==> src/sv/fir_same_convolution_smoother_defines.svh <==
// Assertion macros shared by the smoother RTL.
// No dependencies; expects a clock named clk and an active-low reset named rst_n in scope.
`ifndef FIR_SAME_CONVOLUTION_SMOOTHER_DEFINES_SVH
`define FIR_SAME_CONVOLUTION_SMOOTHER_DEFINES_SVH

// Same-cycle implication, checked on every rising edge outside reset.
`define FSCS_ASSERT_IMP(label, ante, cons, msg) \
    label: assert property (@(posedge clk) disable iff (!rst_n) (ante) |-> (cons)) \
        else $error(msg);

// Next-cycle implication, checked on every rising edge outside reset.
`define FSCS_ASSERT_NXT(label, ante, cons, msg) \
    label: assert property (@(posedge clk) disable iff (!rst_n) (ante) |=> (cons)) \
        else $error(msg);

`endif

==> src/sv/fscs_pkg.sv <==
// Types and constants for the FIR smoother.
// No dependencies; imported by fir_same_convolution_smoother and its bench.
package fscs_pkg;

    // Storage and field widths.
    localparam int MAX_TAPS   = 64;
    localparam int TAP_AW     = 6;
    localparam int SAMPLE_W   = 16;
    localparam int CNT_W      = 13;
    localparam int NTAPS_W    = 7;
    localparam int START_W    = 6;
    localparam int GAIN_W     = 16;
    localparam int ACC_W      = 38;
    localparam int OUT_W      = 38;
    localparam int CFG_IDX_W  = 2;
    localparam int CFG_DATA_W = 16;

    // Shared multiplier and scaling split.
    localparam int SPLIT   = 19;
    localparam int MUL_A_W = ACC_W - SPLIT + 1;
    localparam int MUL_B_W = GAIN_W + 1;
    localparam int PROD_W  = MUL_A_W + MUL_B_W;
    localparam int LO_W    = SPLIT + GAIN_W;
    localparam int SUM_W   = ACC_W + GAIN_W + 1;
    localparam int FRAC    = 16;

    localparam logic [CNT_W-1:0] CNT_MAX = '1;

    // Register reset values.
    localparam logic [NTAPS_W-1:0] NUM_TAPS_RST     = 7'd60;
    localparam logic [START_W-1:0] OUTPUT_START_RST = 6'd29;
    localparam logic [GAIN_W-1:0]  GAIN_RST         = 16'd1092;

    typedef enum logic [1:0] {
        CMD_TAP    = 2'd0,
        CMD_SAMPLE = 2'd1,
        CMD_DRAIN  = 2'd2,
        CMD_CLEAR  = 2'd3
    } cmd_t;

    typedef enum logic [CFG_IDX_W-1:0] {
        CFG_NUM_TAPS     = 2'd0,
        CFG_OUTPUT_START = 2'd1,
        CFG_GAIN         = 2'd2
    } cfg_idx_t;

    typedef enum logic [2:0] {
        S_IDLE,
        S_MAC,
        S_SCALE_LO,
        S_SCALE_HI,
        S_SUM,
        S_EMIT
    } state_t;

    typedef struct packed {
        cmd_t                       cmd;
        logic [TAP_AW-1:0]          tap_index;
        logic signed [SAMPLE_W-1:0] value;
    } req_t;

    typedef struct packed {
        logic signed [OUT_W-1:0] filtered;
        logic                    last_output;
    } rsp_t;

endpackage

==> src/sv/fir_same_convolution_smoother.sv <==
// FIR smoother top level: tap store, circular delay line, shared multiplier and sequencer.
// Depends on fscs_pkg and fir_same_convolution_smoother_defines.svh.
//
//   channel  direction  handshake            payload
//   req      in         req_valid/req_stall  req_t: cmd, tap_index, value
//   rsp      out        rsp_valid/rsp_stall  rsp_t: filtered, last_output
//   cfg      in         cfg_we               cfg_index, cfg_data
//
// Tap writes, clears and samples outside the output window leave the sequencer idle.
// A sample or drain inside the window starts the sequencer: the single shared multiplier
// walks the taps one per cycle, then scales the sum in two halves.
// Reset clears the counters, the sequencer and the delay-line fill; taps stay undefined.
// A stalled result holds the sequencer in its last step; req is stalled while busy.
`include "fir_same_convolution_smoother_defines.svh"

module fir_same_convolution_smoother
    import fscs_pkg::*;
(
    input  logic                  clk,
    input  logic                  rst_n,
    input  logic                  req_valid,
    output logic                  req_stall,
    input  req_t                  req,
    output logic                  rsp_valid,
    input  logic                  rsp_stall,
    output rsp_t                  rsp,
    input  logic                  cfg_we,
    input  logic [CFG_IDX_W-1:0]  cfg_index,
    input  logic [CFG_DATA_W-1:0] cfg_data
);

    // Configuration registers.
    logic [NTAPS_W-1:0] num_taps_reg;
    logic [START_W-1:0] output_start_reg;
    logic [GAIN_W-1:0]  gain_reg;

    // Stream state.
    logic [CNT_W-1:0]   position_count_reg;
    logic [CNT_W-1:0]   sample_count_reg;
    logic               window_done_reg;
    logic [TAP_AW-1:0]  wptr_reg;

    // Sequencer and datapath.
    state_t                     state_reg, state_next;
    logic [NTAPS_W-1:0]         taps_reg;
    logic [NTAPS_W-1:0]         issue_cnt_reg;
    logic                       p1_valid_reg, p2_valid_reg, p1_zero_reg;
    logic signed [SAMPLE_W-1:0] tap_rd_reg, dl_rd_reg;
    logic signed [PROD_W-1:0]   prod_reg;
    logic signed [ACC_W-1:0]    acc_reg;
    logic [LO_W-1:0]            plo_reg;
    logic [OUT_W-1:0]           filt_reg;
    logic                       last_reg;
    logic                       rsp_valid_reg;
    rsp_t                       rsp_reg;

    // Memories.
    logic signed [SAMPLE_W-1:0] tap_mem [MAX_TAPS];
    logic signed [SAMPLE_W-1:0] dl_mem  [MAX_TAPS];

    // Combinational signals.
    logic                       req_accept, tap_we, shift_accept, clear_accept;
    logic [TAP_AW-1:0]          wptr_next;
    logic [CNT_W-1:0]           position_next, sample_next;
    logic [NTAPS_W-1:0]         taps_eff;
    logic [CNT_W-1:0]           taps_ext, span;
    logic [CNT_W:0]             win_lo, win_hi, k_ext;
    logic                       in_win, win_last;
    logic                       issue_en, rsp_free, rsp_load;
    logic [TAP_AW-1:0]          tap_rd_addr, dl_rd_addr;
    logic signed [MUL_A_W-1:0]  mul_a;
    logic signed [MUL_B_W-1:0]  mul_b;
    logic signed [PROD_W-1:0]   mul_p;
    logic [SUM_W-1:0]           sum_full;

    // Input decode.
    assign req_accept = req_valid && !req_stall;
    always_comb
    begin
        tap_we       = 1'b0;
        shift_accept = 1'b0;
        clear_accept = 1'b0;
        unique case (req.cmd)
            CMD_TAP:
            begin
                tap_we = req_accept
                      && ((TAP_AW + 1)'(req.tap_index) < (TAP_AW + 1)'(MAX_TAPS));
            end
            CMD_SAMPLE, CMD_DRAIN:
            begin
                shift_accept = req_accept;
            end
            CMD_CLEAR:
            begin
                clear_accept = req_accept;
            end
        endcase
    end

    // Counter updates and window test for the beat being accepted.
    assign wptr_next     = wptr_reg + 1'b1;
    assign position_next = (position_count_reg == CNT_MAX) ? position_count_reg
                                                           : position_count_reg + 1'b1;
    assign sample_next   = (req.cmd == CMD_SAMPLE && sample_count_reg != CNT_MAX)
                         ? sample_count_reg + 1'b1 : sample_count_reg;

    always_comb
    begin
        if (num_taps_reg == '0)
            taps_eff = NTAPS_W'(1);
        else if (num_taps_reg > NTAPS_W'(MAX_TAPS))
            taps_eff = NTAPS_W'(MAX_TAPS);
        else
            taps_eff = num_taps_reg;
    end

    assign taps_ext = CNT_W'(taps_eff);
    assign span     = (taps_ext > sample_next) ? taps_ext : sample_next;
    assign win_lo   = (CNT_W + 1)'(output_start_reg);
    assign win_hi   = win_lo + (CNT_W + 1)'(span);
    assign k_ext    = (CNT_W + 1)'(position_count_reg);
    assign in_win   = !window_done_reg && (k_ext >= win_lo) && (k_ext < win_hi);
    assign win_last = (k_ext == win_hi - 1'b1);

    // Configuration writes.
    always_ff @(posedge clk or negedge rst_n)
    begin
        if (!rst_n)
        begin
            num_taps_reg     <= NUM_TAPS_RST;
            output_start_reg <= OUTPUT_START_RST;
            gain_reg         <= GAIN_RST;
        end
        else if (cfg_we)
        begin
            unique case (cfg_index)
                CFG_NUM_TAPS:     num_taps_reg     <= cfg_data[NTAPS_W-1:0];
                CFG_OUTPUT_START: output_start_reg <= cfg_data[START_W-1:0];
                CFG_GAIN:         gain_reg         <= cfg_data[GAIN_W-1:0];
                default:          ;
            endcase
        end
    end

    // Stream counters, delay pointer and window flag.
    always_ff @(posedge clk or negedge rst_n)
    begin
        if (!rst_n)
        begin
            position_count_reg <= '0;
            sample_count_reg   <= '0;
            window_done_reg    <= 1'b0;
            wptr_reg           <= '0;
        end
        else if (clear_accept)
        begin
            position_count_reg <= '0;
            sample_count_reg   <= '0;
            window_done_reg    <= 1'b0;
        end
        else if (shift_accept)
        begin
            position_count_reg <= position_next;
            sample_count_reg   <= sample_next;
            wptr_reg           <= wptr_next;
            if (in_win && win_last)
                window_done_reg <= 1'b1;
        end
    end

    // Tap store: written by tap beats, read one tap a cycle by the MAC walk.
    assign tap_rd_addr = issue_cnt_reg[TAP_AW-1:0];
    always_ff @(posedge clk)
    begin
        if (tap_we)
            tap_mem[req.tap_index] <= req.value;
        tap_rd_reg <= tap_mem[tap_rd_addr];
    end

    // Delay line as a circular buffer; the newest entry sits at wptr_reg.
    assign dl_rd_addr = wptr_reg - issue_cnt_reg[TAP_AW-1:0];
    always_ff @(posedge clk)
    begin
        if (shift_accept)
            dl_mem[wptr_next] <= (req.cmd == CMD_SAMPLE) ? req.value : '0;
        dl_rd_reg <= dl_mem[dl_rd_addr];
    end

    // Sequencer next state.
    always_comb
    begin
        state_next = state_reg;
        unique case (state_reg)
            S_IDLE:
            begin
                if (shift_accept && in_win)
                    state_next = S_MAC;
            end
            S_MAC:
            begin
                if (issue_cnt_reg == taps_reg && !p1_valid_reg && !p2_valid_reg)
                    state_next = S_SCALE_LO;
            end
            S_SCALE_LO: state_next = S_SCALE_HI;
            S_SCALE_HI: state_next = S_SUM;
            S_SUM:      state_next = S_EMIT;
            S_EMIT:
            begin
                if (rsp_free)
                    state_next = S_IDLE;
            end
            default:    state_next = S_IDLE;
        endcase
    end

    // Sequencer outputs: handshake and multiplier operand select.
    assign rsp_free = !rsp_valid_reg || !rsp_stall;
    always_comb
    begin
        req_stall = 1'b1;
        issue_en  = 1'b0;
        rsp_load  = 1'b0;
        mul_a     = '0;
        mul_b     = '0;
        unique case (state_reg)
            S_IDLE:
            begin
                req_stall = 1'b0;
            end
            S_MAC:
            begin
                // Delay entries older than the fill count read as zero.
                issue_en = (issue_cnt_reg < taps_reg);
                mul_a    = p1_zero_reg ? '0 : MUL_A_W'(tap_rd_reg);
                mul_b    = p1_zero_reg ? '0 : MUL_B_W'(dl_rd_reg);
            end
            S_SCALE_LO:
            begin
                mul_a = $signed({1'b0, acc_reg[SPLIT-1:0]});
                mul_b = $signed({1'b0, gain_reg});
            end
            S_SCALE_HI:
            begin
                mul_a = MUL_A_W'($signed(acc_reg[ACC_W-1:SPLIT]));
                mul_b = $signed({1'b0, gain_reg});
            end
            S_SUM:
            begin
            end
            S_EMIT:
            begin
                rsp_load = rsp_free;
            end
            default:
            begin
            end
        endcase
    end

    // The one shared multiplier.
    assign mul_p = mul_a * mul_b;

    // Full product: high half shifted up plus the unsigned low half.
    assign sum_full = (SUM_W'(prod_reg) << SPLIT) + SUM_W'(plo_reg);

    // Sequencer state and MAC pipeline control.
    always_ff @(posedge clk or negedge rst_n)
    begin
        if (!rst_n)
        begin
            state_reg     <= S_IDLE;
            issue_cnt_reg <= '0;
            p1_valid_reg  <= 1'b0;
            p2_valid_reg  <= 1'b0;
        end
        else
        begin
            state_reg    <= state_next;
            p1_valid_reg <= issue_en;
            p2_valid_reg <= p1_valid_reg;
            if (req_accept)
                issue_cnt_reg <= '0;
            else if (issue_en)
                issue_cnt_reg <= issue_cnt_reg + 1'b1;
        end
    end

    // Datapath registers.
    always_ff @(posedge clk)
    begin
        prod_reg    <= mul_p;
        p1_zero_reg <= !(CNT_W'(issue_cnt_reg) < position_count_reg);
        if (req_accept)
        begin
            taps_reg <= taps_eff;
            last_reg <= win_last;
            acc_reg  <= '0;
        end
        else if (p2_valid_reg)
        begin
            acc_reg <= acc_reg + ACC_W'(prod_reg);
        end
        if (state_reg == S_SCALE_HI)
            plo_reg <= prod_reg[LO_W-1:0];
        if (state_reg == S_SUM)
            filt_reg <= sum_full[FRAC+OUT_W-1:FRAC];
    end

    // Output register.
    always_ff @(posedge clk or negedge rst_n)
    begin
        if (!rst_n)
            rsp_valid_reg <= 1'b0;
        else if (rsp_load)
            rsp_valid_reg <= 1'b1;
        else if (!rsp_stall)
            rsp_valid_reg <= 1'b0;
    end

    always_ff @(posedge clk)
    begin
        if (rsp_load)
        begin
            rsp_reg.filtered    <= $signed(filt_reg);
            rsp_reg.last_output <= last_reg;
        end
    end

    assign rsp_valid = rsp_valid_reg;
    assign rsp       = rsp_reg;

    // Checks on the sequencer and window bookkeeping.
    `FSCS_ASSERT_IMP(a_issue_bound, state_reg == S_MAC, issue_cnt_reg <= taps_reg,
        "tap walk overran the kernel length")
    `FSCS_ASSERT_IMP(a_mac_drained, state_reg == S_MAC && state_next == S_SCALE_LO,
        !p1_valid_reg && !p2_valid_reg && issue_cnt_reg == taps_reg,
        "scaling began before the MAC pipeline drained")
    `FSCS_ASSERT_IMP(a_idle_empty, state_reg == S_IDLE, !p1_valid_reg && !p2_valid_reg,
        "MAC pipeline busy while idle")
    `FSCS_ASSERT_IMP(a_done_rise, $rose(window_done_reg),
        $past(shift_accept && in_win && win_last),
        "window closed without its last output")

endmodule

==> config.mk <==
export PLATFORM = sky130hd
export DESIGN_NAME = fir_same_convolution_smoother
export DESIGN_NICKNAME = d
export VERILOG_FILES = /design/src/sv/fscs_pkg.sv /design/src/sv/fir_same_convolution_smoother.sv
export VERILOG_INCLUDE_DIRS = /design/src /design/src/sv
export SDC_FILE = /design/constraint.sdc
export NUM_CORES = 2
export LEC_CHECK = 0
export ABC_CLOCK_PERIOD_IN_PS = 24100
export BUFFER_PORTS_ARGS = -buffer_cell sky130_fd_sc_hd__buf_4
export CAP_MARGIN = 20
export CORE_MARGIN = 5
export CORE_UTILIZATION = 55
export CTS_CLUSTER_DIAMETER = 80
export DETAILED_ROUTE_END_ITERATION = 12
export PLACE_DENSITY_LB_ADDON = 0.15
export SYNTH_ARGS = -nofsm -noshare
export SYNTH_HDL_FRONTEND = slang
export SYNTH_SLANG_ARGS = --single-unit
==> constraint.sdc <==
create_clock -name clk -period 24.1 [get_ports clk]
set_clock_uncertainty 0.2 [all_clocks]
set_input_delay 4.82 -clock clk [delete_from_list [all_inputs] [get_ports clk]]
set_output_delay 4.82 -clock clk [all_outputs]
set_load 0.02 [all_outputs]
# Word-level counts from Yosys, hierarchy flattened
# Memory sizes are Yosys's and may differ from the RTL's. A register that Yosys moved wholly into a read port is not among the register bits.
# Cells that the tools add are included.
# word_totals
register_bits,271
latchBits,0
ram_bits,2048
rom_bits,0
out_inout_bits,41
mem_count,2
# memory_table
memory,depth,word_bits,read_ports,rd_clocked_by_memory_dff,wr,line,rtl
dl_mem,64,16,1,1,1,fir_same_convolution_smoother.sv:59,logic signed [SAMPLE_W-1:0] dl_mem [MAX_TAPS];
tap_mem,64,16,1,1,1,fir_same_convolution_smoother.sv:58,logic signed [SAMPLE_W-1:0] tap_mem [MAX_TAPS];
# classes
addsub,9
mul,1
n_div,0
order_cmp,6
n_eq_ne,19
shifts,0
muxes,35
bitwise,1
reduce_logical,31
# op_table
op,n
13-bit two-way mux,7
20-bit one-hot mux with 3 select lines,1
54-bit by 35-bit adder with 54-bit output,1
38-bit by 37-bit adder with 38-bit output,1
20-bit by 17-bit multiplier with 37-bit output,1
17-bit one-hot mux with 2 select lines,1
7-bit two-way mux,4
13-bit by 1-bit adder with 13-bit output (second input constant),2
20-bit two-way mux,1
3-bit one-hot mux with 6 select lines,1
17-bit two-way mux,1
16-bit two-way mux,1
1-bit two-way mux,15
6-bit by 13-bit adder with 14-bit output,1
13-bit by 14-bit equality test with 1-bit output,1
13-bit by 14-bit less-than comparator with 1-bit output,1
14-bit by 1-bit subtractor with 14-bit output (second input constant),1
13-bit equality test (second input constant),1
13-bit by 6-bit greater-or-equal comparator with 1-bit output,1
7-bit by 13-bit > comparator with 1-bit output,1
7-bit by 13-bit less-than comparator with 1-bit output,1
13-bit != test (second input constant),1
2-bit AND reduction,6
3-bit two-way mux,3
23 further kinds,47

# Longest topological paths before layout
# logic_depth
ltp_word,12
depth_mapped,34

# Worst setup path before layout
# OpenSTA, ideal clock, no wires.
# synth_path
path_kind,input-to-reg
startpoint,input req[23] (netlist bit)
endpoint,register window_done_reg
setup_time_ps,72
arrival_time_ps,10961
setup_slack_ps,12868
path_stages,27
n_path_buf,1
cell_sequence,inv_1 > ha_1 > clkbuf_1 > o21ai_0 > nor2_1 > xnor2_1 > ha_1 > and4_1 > nand4_1 > o21ai_0 > or4b_4 > nor2_1 > a21oi_1 > ha_1 > fa_1 > a21o_1 > a21oi_1 > xnor2_1 > a2111oi_2 > mux2_2 > or4_1 > or3_1 > a221oi_2 > nand3_1 > nor4_2 > a31oi_1 > nor2_1
# synth_via
elab_chain_cells,11
# synth_lines
item,line,rtl
start: declaration,fir_same_convolution_smoother.sv:23,"input req_t req,"
2-bit by 1-bit equality test with 1-bit output *,fir_same_convolution_smoother.sv:104,assign sample_next = (req.cmd == CMD_SAMPLE && sample_count_reg != CNT_MAX)
1-bit logical AND *,fir_same_convolution_smoother.sv:104,
13-bit two-way mux *,fir_same_convolution_smoother.sv:105,? sample_count_reg + 1'b1 : sample_count_reg;
7-bit by 13-bit > comparator with 1-bit output,fir_same_convolution_smoother.sv:118,assign span = (taps_ext > sample_next) ? taps_ext : sample_next;
13-bit two-way mux *,fir_same_convolution_smoother.sv:118,
6-bit by 13-bit adder with 14-bit output *,fir_same_convolution_smoother.sv:120,assign win_hi = win_lo + (CNT_W + 1)'(span);
14-bit by 1-bit subtractor with 14-bit output *,fir_same_convolution_smoother.sv:123,assign win_last = (k_ext == win_hi - 1'b1);
13-bit by 14-bit equality test with 1-bit output *,fir_same_convolution_smoother.sv:123,
named net win_last,fir_same_convolution_smoother.sv:68,"logic in_win, win_last;"
1-bit logical AND *,fir_same_convolution_smoother.sv:166,if (in_win && win_last)
2-bit nonzero test (no source line) *,-,
2-bit AND reduction (no source line) *,-,
end signal: assignment,fir_same_convolution_smoother.sv:152,window_done_reg <= 1'b0;
end signal: assignment,fir_same_convolution_smoother.sv:159,window_done_reg <= 1'b0;
end signal: assignment,fir_same_convolution_smoother.sv:167,window_done_reg <= 1'b1;
end: declaration,fir_same_convolution_smoother.sv:40,logic window_done_reg;
# The timed path passes the listed nets; every way through them passes the cells marked *.
# A chain may end at the register's enable or synchronous reset.

# Worst setup path in the final report
# Ends and elaborated chain as after synthesis.

==> run_results.csv <==
group,metric,value,unit
cts,cts.htree.levels,4,
critical_path,worstPathRequired,24.64,ns
critical_path,reg2reg_to,"prod_reg[36]",
sta,drv_slew,0,
sta,fin_crit_sh,49.0,%
place,place_inst,8547,
sta,fin_setup_tns,0,ns
yosys,syn_area,106000,um2
sta,slew_headroom,27.3,%
outcome,outcome,"finished clean",
min_path,hold_path.class,"flop to flop",
yosys,synth_flop_cell,"edfxtp_1",
die,rows,161,
yosys,synthTopCellsByArea,"edfxtp_1 (61%), mux4_2 (14%), fa_1 (6.5%), ha_1 (2.4%), dfxtp_1 (2.0%)",
job,maxCapViolCount,0,
yosys,synth_top_area_share,61.1,%
critical_path,cp.arrival,12.36,ns
sta,finalSetupViolCount,0,
min_path,hp-start,"p1_valid_reg",
finish,design_area,118000,um2
die,die_w,448,um
global_routing,antenna_found_initial,2,
pwr,p_total,15.8,mW
finish,mostFrequentLayoutCells,"edfxtp_1 (2152), mux4_2 (656), inv_1 (413), nor2_1 (394), fa_1 (344)",
drt,final_antenna_net_count,0,
min_path,whs_endpoint,"p2_valid_reg",
yosys,ys_types,85,
die,start_util,55.1,%
cts,clockBufferDepth,3,
place,io_buffers,87,
finish,nets,6863,
cts,postCtsHoldBufs,0,
critical_path,ff2ff_setup_slack,14.01,ns
sta,rsz0062_at_grt,"no",
global_routing,gr-total-overflow,0,
critical_path,crit_fanout,21,
finish,final_common_cell,"edfxtp_1",
pwr,p_leak,40.2,nW
place,postPlaceCellArea,110000,um2
finish,final_cells,8996,
global_routing,grt_first_pass_wirelength,377,mm
drt,vias,55401,
cts,tritoncts,"yes",
drt,met3_length,18.6,mm
finish,fillCellCount,13816,
die,ios,88,
sta,max_freq,0.0846,GHz
min_path,min_path_cells,0,
yosys,yosysTopAreaCell,"edfxtp_1",
drt,firstDrtPassIters,6,
die,fp.dieH,448,um
drt,dr_wl_met2,126,mm
cts,post_cts_buffers,0,
die,core-area,192000,um2
yosys,yosys_warnings,0,
sta,final.min_clock_period,11.82,ns
critical_path,start_kind,"primary input",
drt,routed.top_layer,"met5",
global_routing,grt_max_degree,137,
yosys,postSynthAreaPerCell,17.6,um2
global_routing,grt_usage,25.7,%
yosys,syn_nets,6595,
cts,worst_skew_pair.late_latency,0.89,ns
yosys,synth_seq_cells,2335,
critical_path,r2r_start,"state_reg[2]",
sta,tightest_slew,1.09,ns
cts,cts_root_buffer,"clkbuf_16",
yosys,synthCells,6001,
critical_path,crit_path_end_kind,"flop",
finish,area_delta_synth_final,11.4,%
pwr,ir_drop,285,uV
cts,cts-resized-gates,0,
drt,drcViolationCount,0,
yosys,async_reset_ff_share,3.21,%
die,dieArea,201000,um2
cts,clk_pin_slew_worst_paths,0.06,ns
cts,numCtsBuffers,229,
sta,hold_violations,0,
pwr,power-per-cell-area,134,nW/um2
drt,wl,255,mm
yosys,seq_area_frac_synth,65.0,%
place,dpl.hpwl,161,mm
place,gp_congestion,0.918,
drt,wl_met1,103,mm
cts,clock-sinks,2335,
drt,wire_per_inst,28.3,um
critical_path,crit_type,"primary input to flop",
drt,viasPerCell,6.16,
critical_path,rr_worst_depth,30,
finish,layout-drive-gt1-share,21.7,%
yosys,synth_edf_count,2152,
drt,dr.first_iter.drc_count,5544,
global_routing,grt_pass1_vias,55994,
[report_power, final]
group          internal [mW]  switching [mW]  leakage, nW
combinational           3.28            4.25         15.3
sequential              4.65           0.216         21.4
clock                   1.89            1.53         3.49
total                   9.83            5.99         40.2
[cells by family after synthesis]
family / Yosys count / synth area share [%]
flip-flops: 2335 / 65.0
adder cells (fa/ha/maj): 547 / 8.92
buffers and inverters: 687 / 2.48
multiplexers: 755 / 14.9
AND/OR/NAND/NOR: 1066 / 4.56
AO/OA/AOI/OAI: 463 / 2.88
XOR/XNOR: 148 / 1.25
[final cells by class]
type | instances | area (um2) | share of cell area [%]
clock buffers | 292 | 6040 | 5.12
repair buffers | 305 | 2550 | 2.16
multi-input cells | 2979 | 34600 | 29.4
flip-flops and latches | 2335 | 68700 | 58.3
well taps | 2526 | 3160 | 2.68
diodes | 8 | 20.0 | 0.0170
clock inverters | 132 | 1180 | 1.00
inverters | 419 | 1580 | 1.34
[metrics by stage]
step                      utilization, %  hold slack [ns]  setup slack [ns]
after global routing                61.4            0.187             11.72
after CTS                           61.2            0.173             11.51
after global placement              57.4            0.163             10.84
final                               61.4            0.176             12.28
after detailed placement            57.4            0.159             10.66
after floorplan                        -            0.145             12.87
[per-layer routing]
metal | vias up | track usage, %
li1 | 23580 | -
met1 | 29235 | 36.6
met2 | 2227 | 42.1
met3 | 357 | 4.10
met4 | 2 | 6.85
met5 | - | 0
[how the worst max path moves through the flow]
stage	from	to	cells after the start	slack, ns
floorplan	req[23]	window_done_reg	27	12.87
global placement	req[23]	window_done_reg	26	10.84
detailed placement	req[23]	window_done_reg	26	10.66
CTS	req[23]	window_done_reg	26	11.51
global route	req[23]	window_done_reg	27	11.72
finish	req[23]	window_done_reg	27	12.28
[synthesized netlist by cell type (64+ instances only)]
master	n
mux4_2	656
o21ai_0	74
inv_1	415
dfxtp_1	108
nand2_1	315
fa_1	345
dfrtp_1	64
edfxtp_1	2152
xnor2_1	104
clkbuf_1	197
a21oi_1	120
mux2i_1	66
ha_1	202
nor2_1	425
[worst max-delay path, cell delays in order]
cell,delay (ns)
buf_4,0.11
inv_1,0.07
ha_1,0.24
buf_16,0.20
o21ai_0,0.26
nor2_1,0.33
xnor2_1,0.20
ha_1,0.29
and4_1,0.16
nand4_1,0.11
o21ai_0,0.20
nor4b_4,0.58
nand2_1,0.36
o21a_1,0.31
fa_1,0.42
a21o_1,0.21
a21oi_1,0.27
xnor2_1,0.23
a2111oi_2,0.69
mux2_2,0.40
or4_1,0.49
or3_1,0.40
a221oi_2,0.28
nand3_1,0.14
nor4_2,0.35
a31oi_1,0.12
nor2_1,0.10
Note: power is estimated with default switching activity, not from simulation.
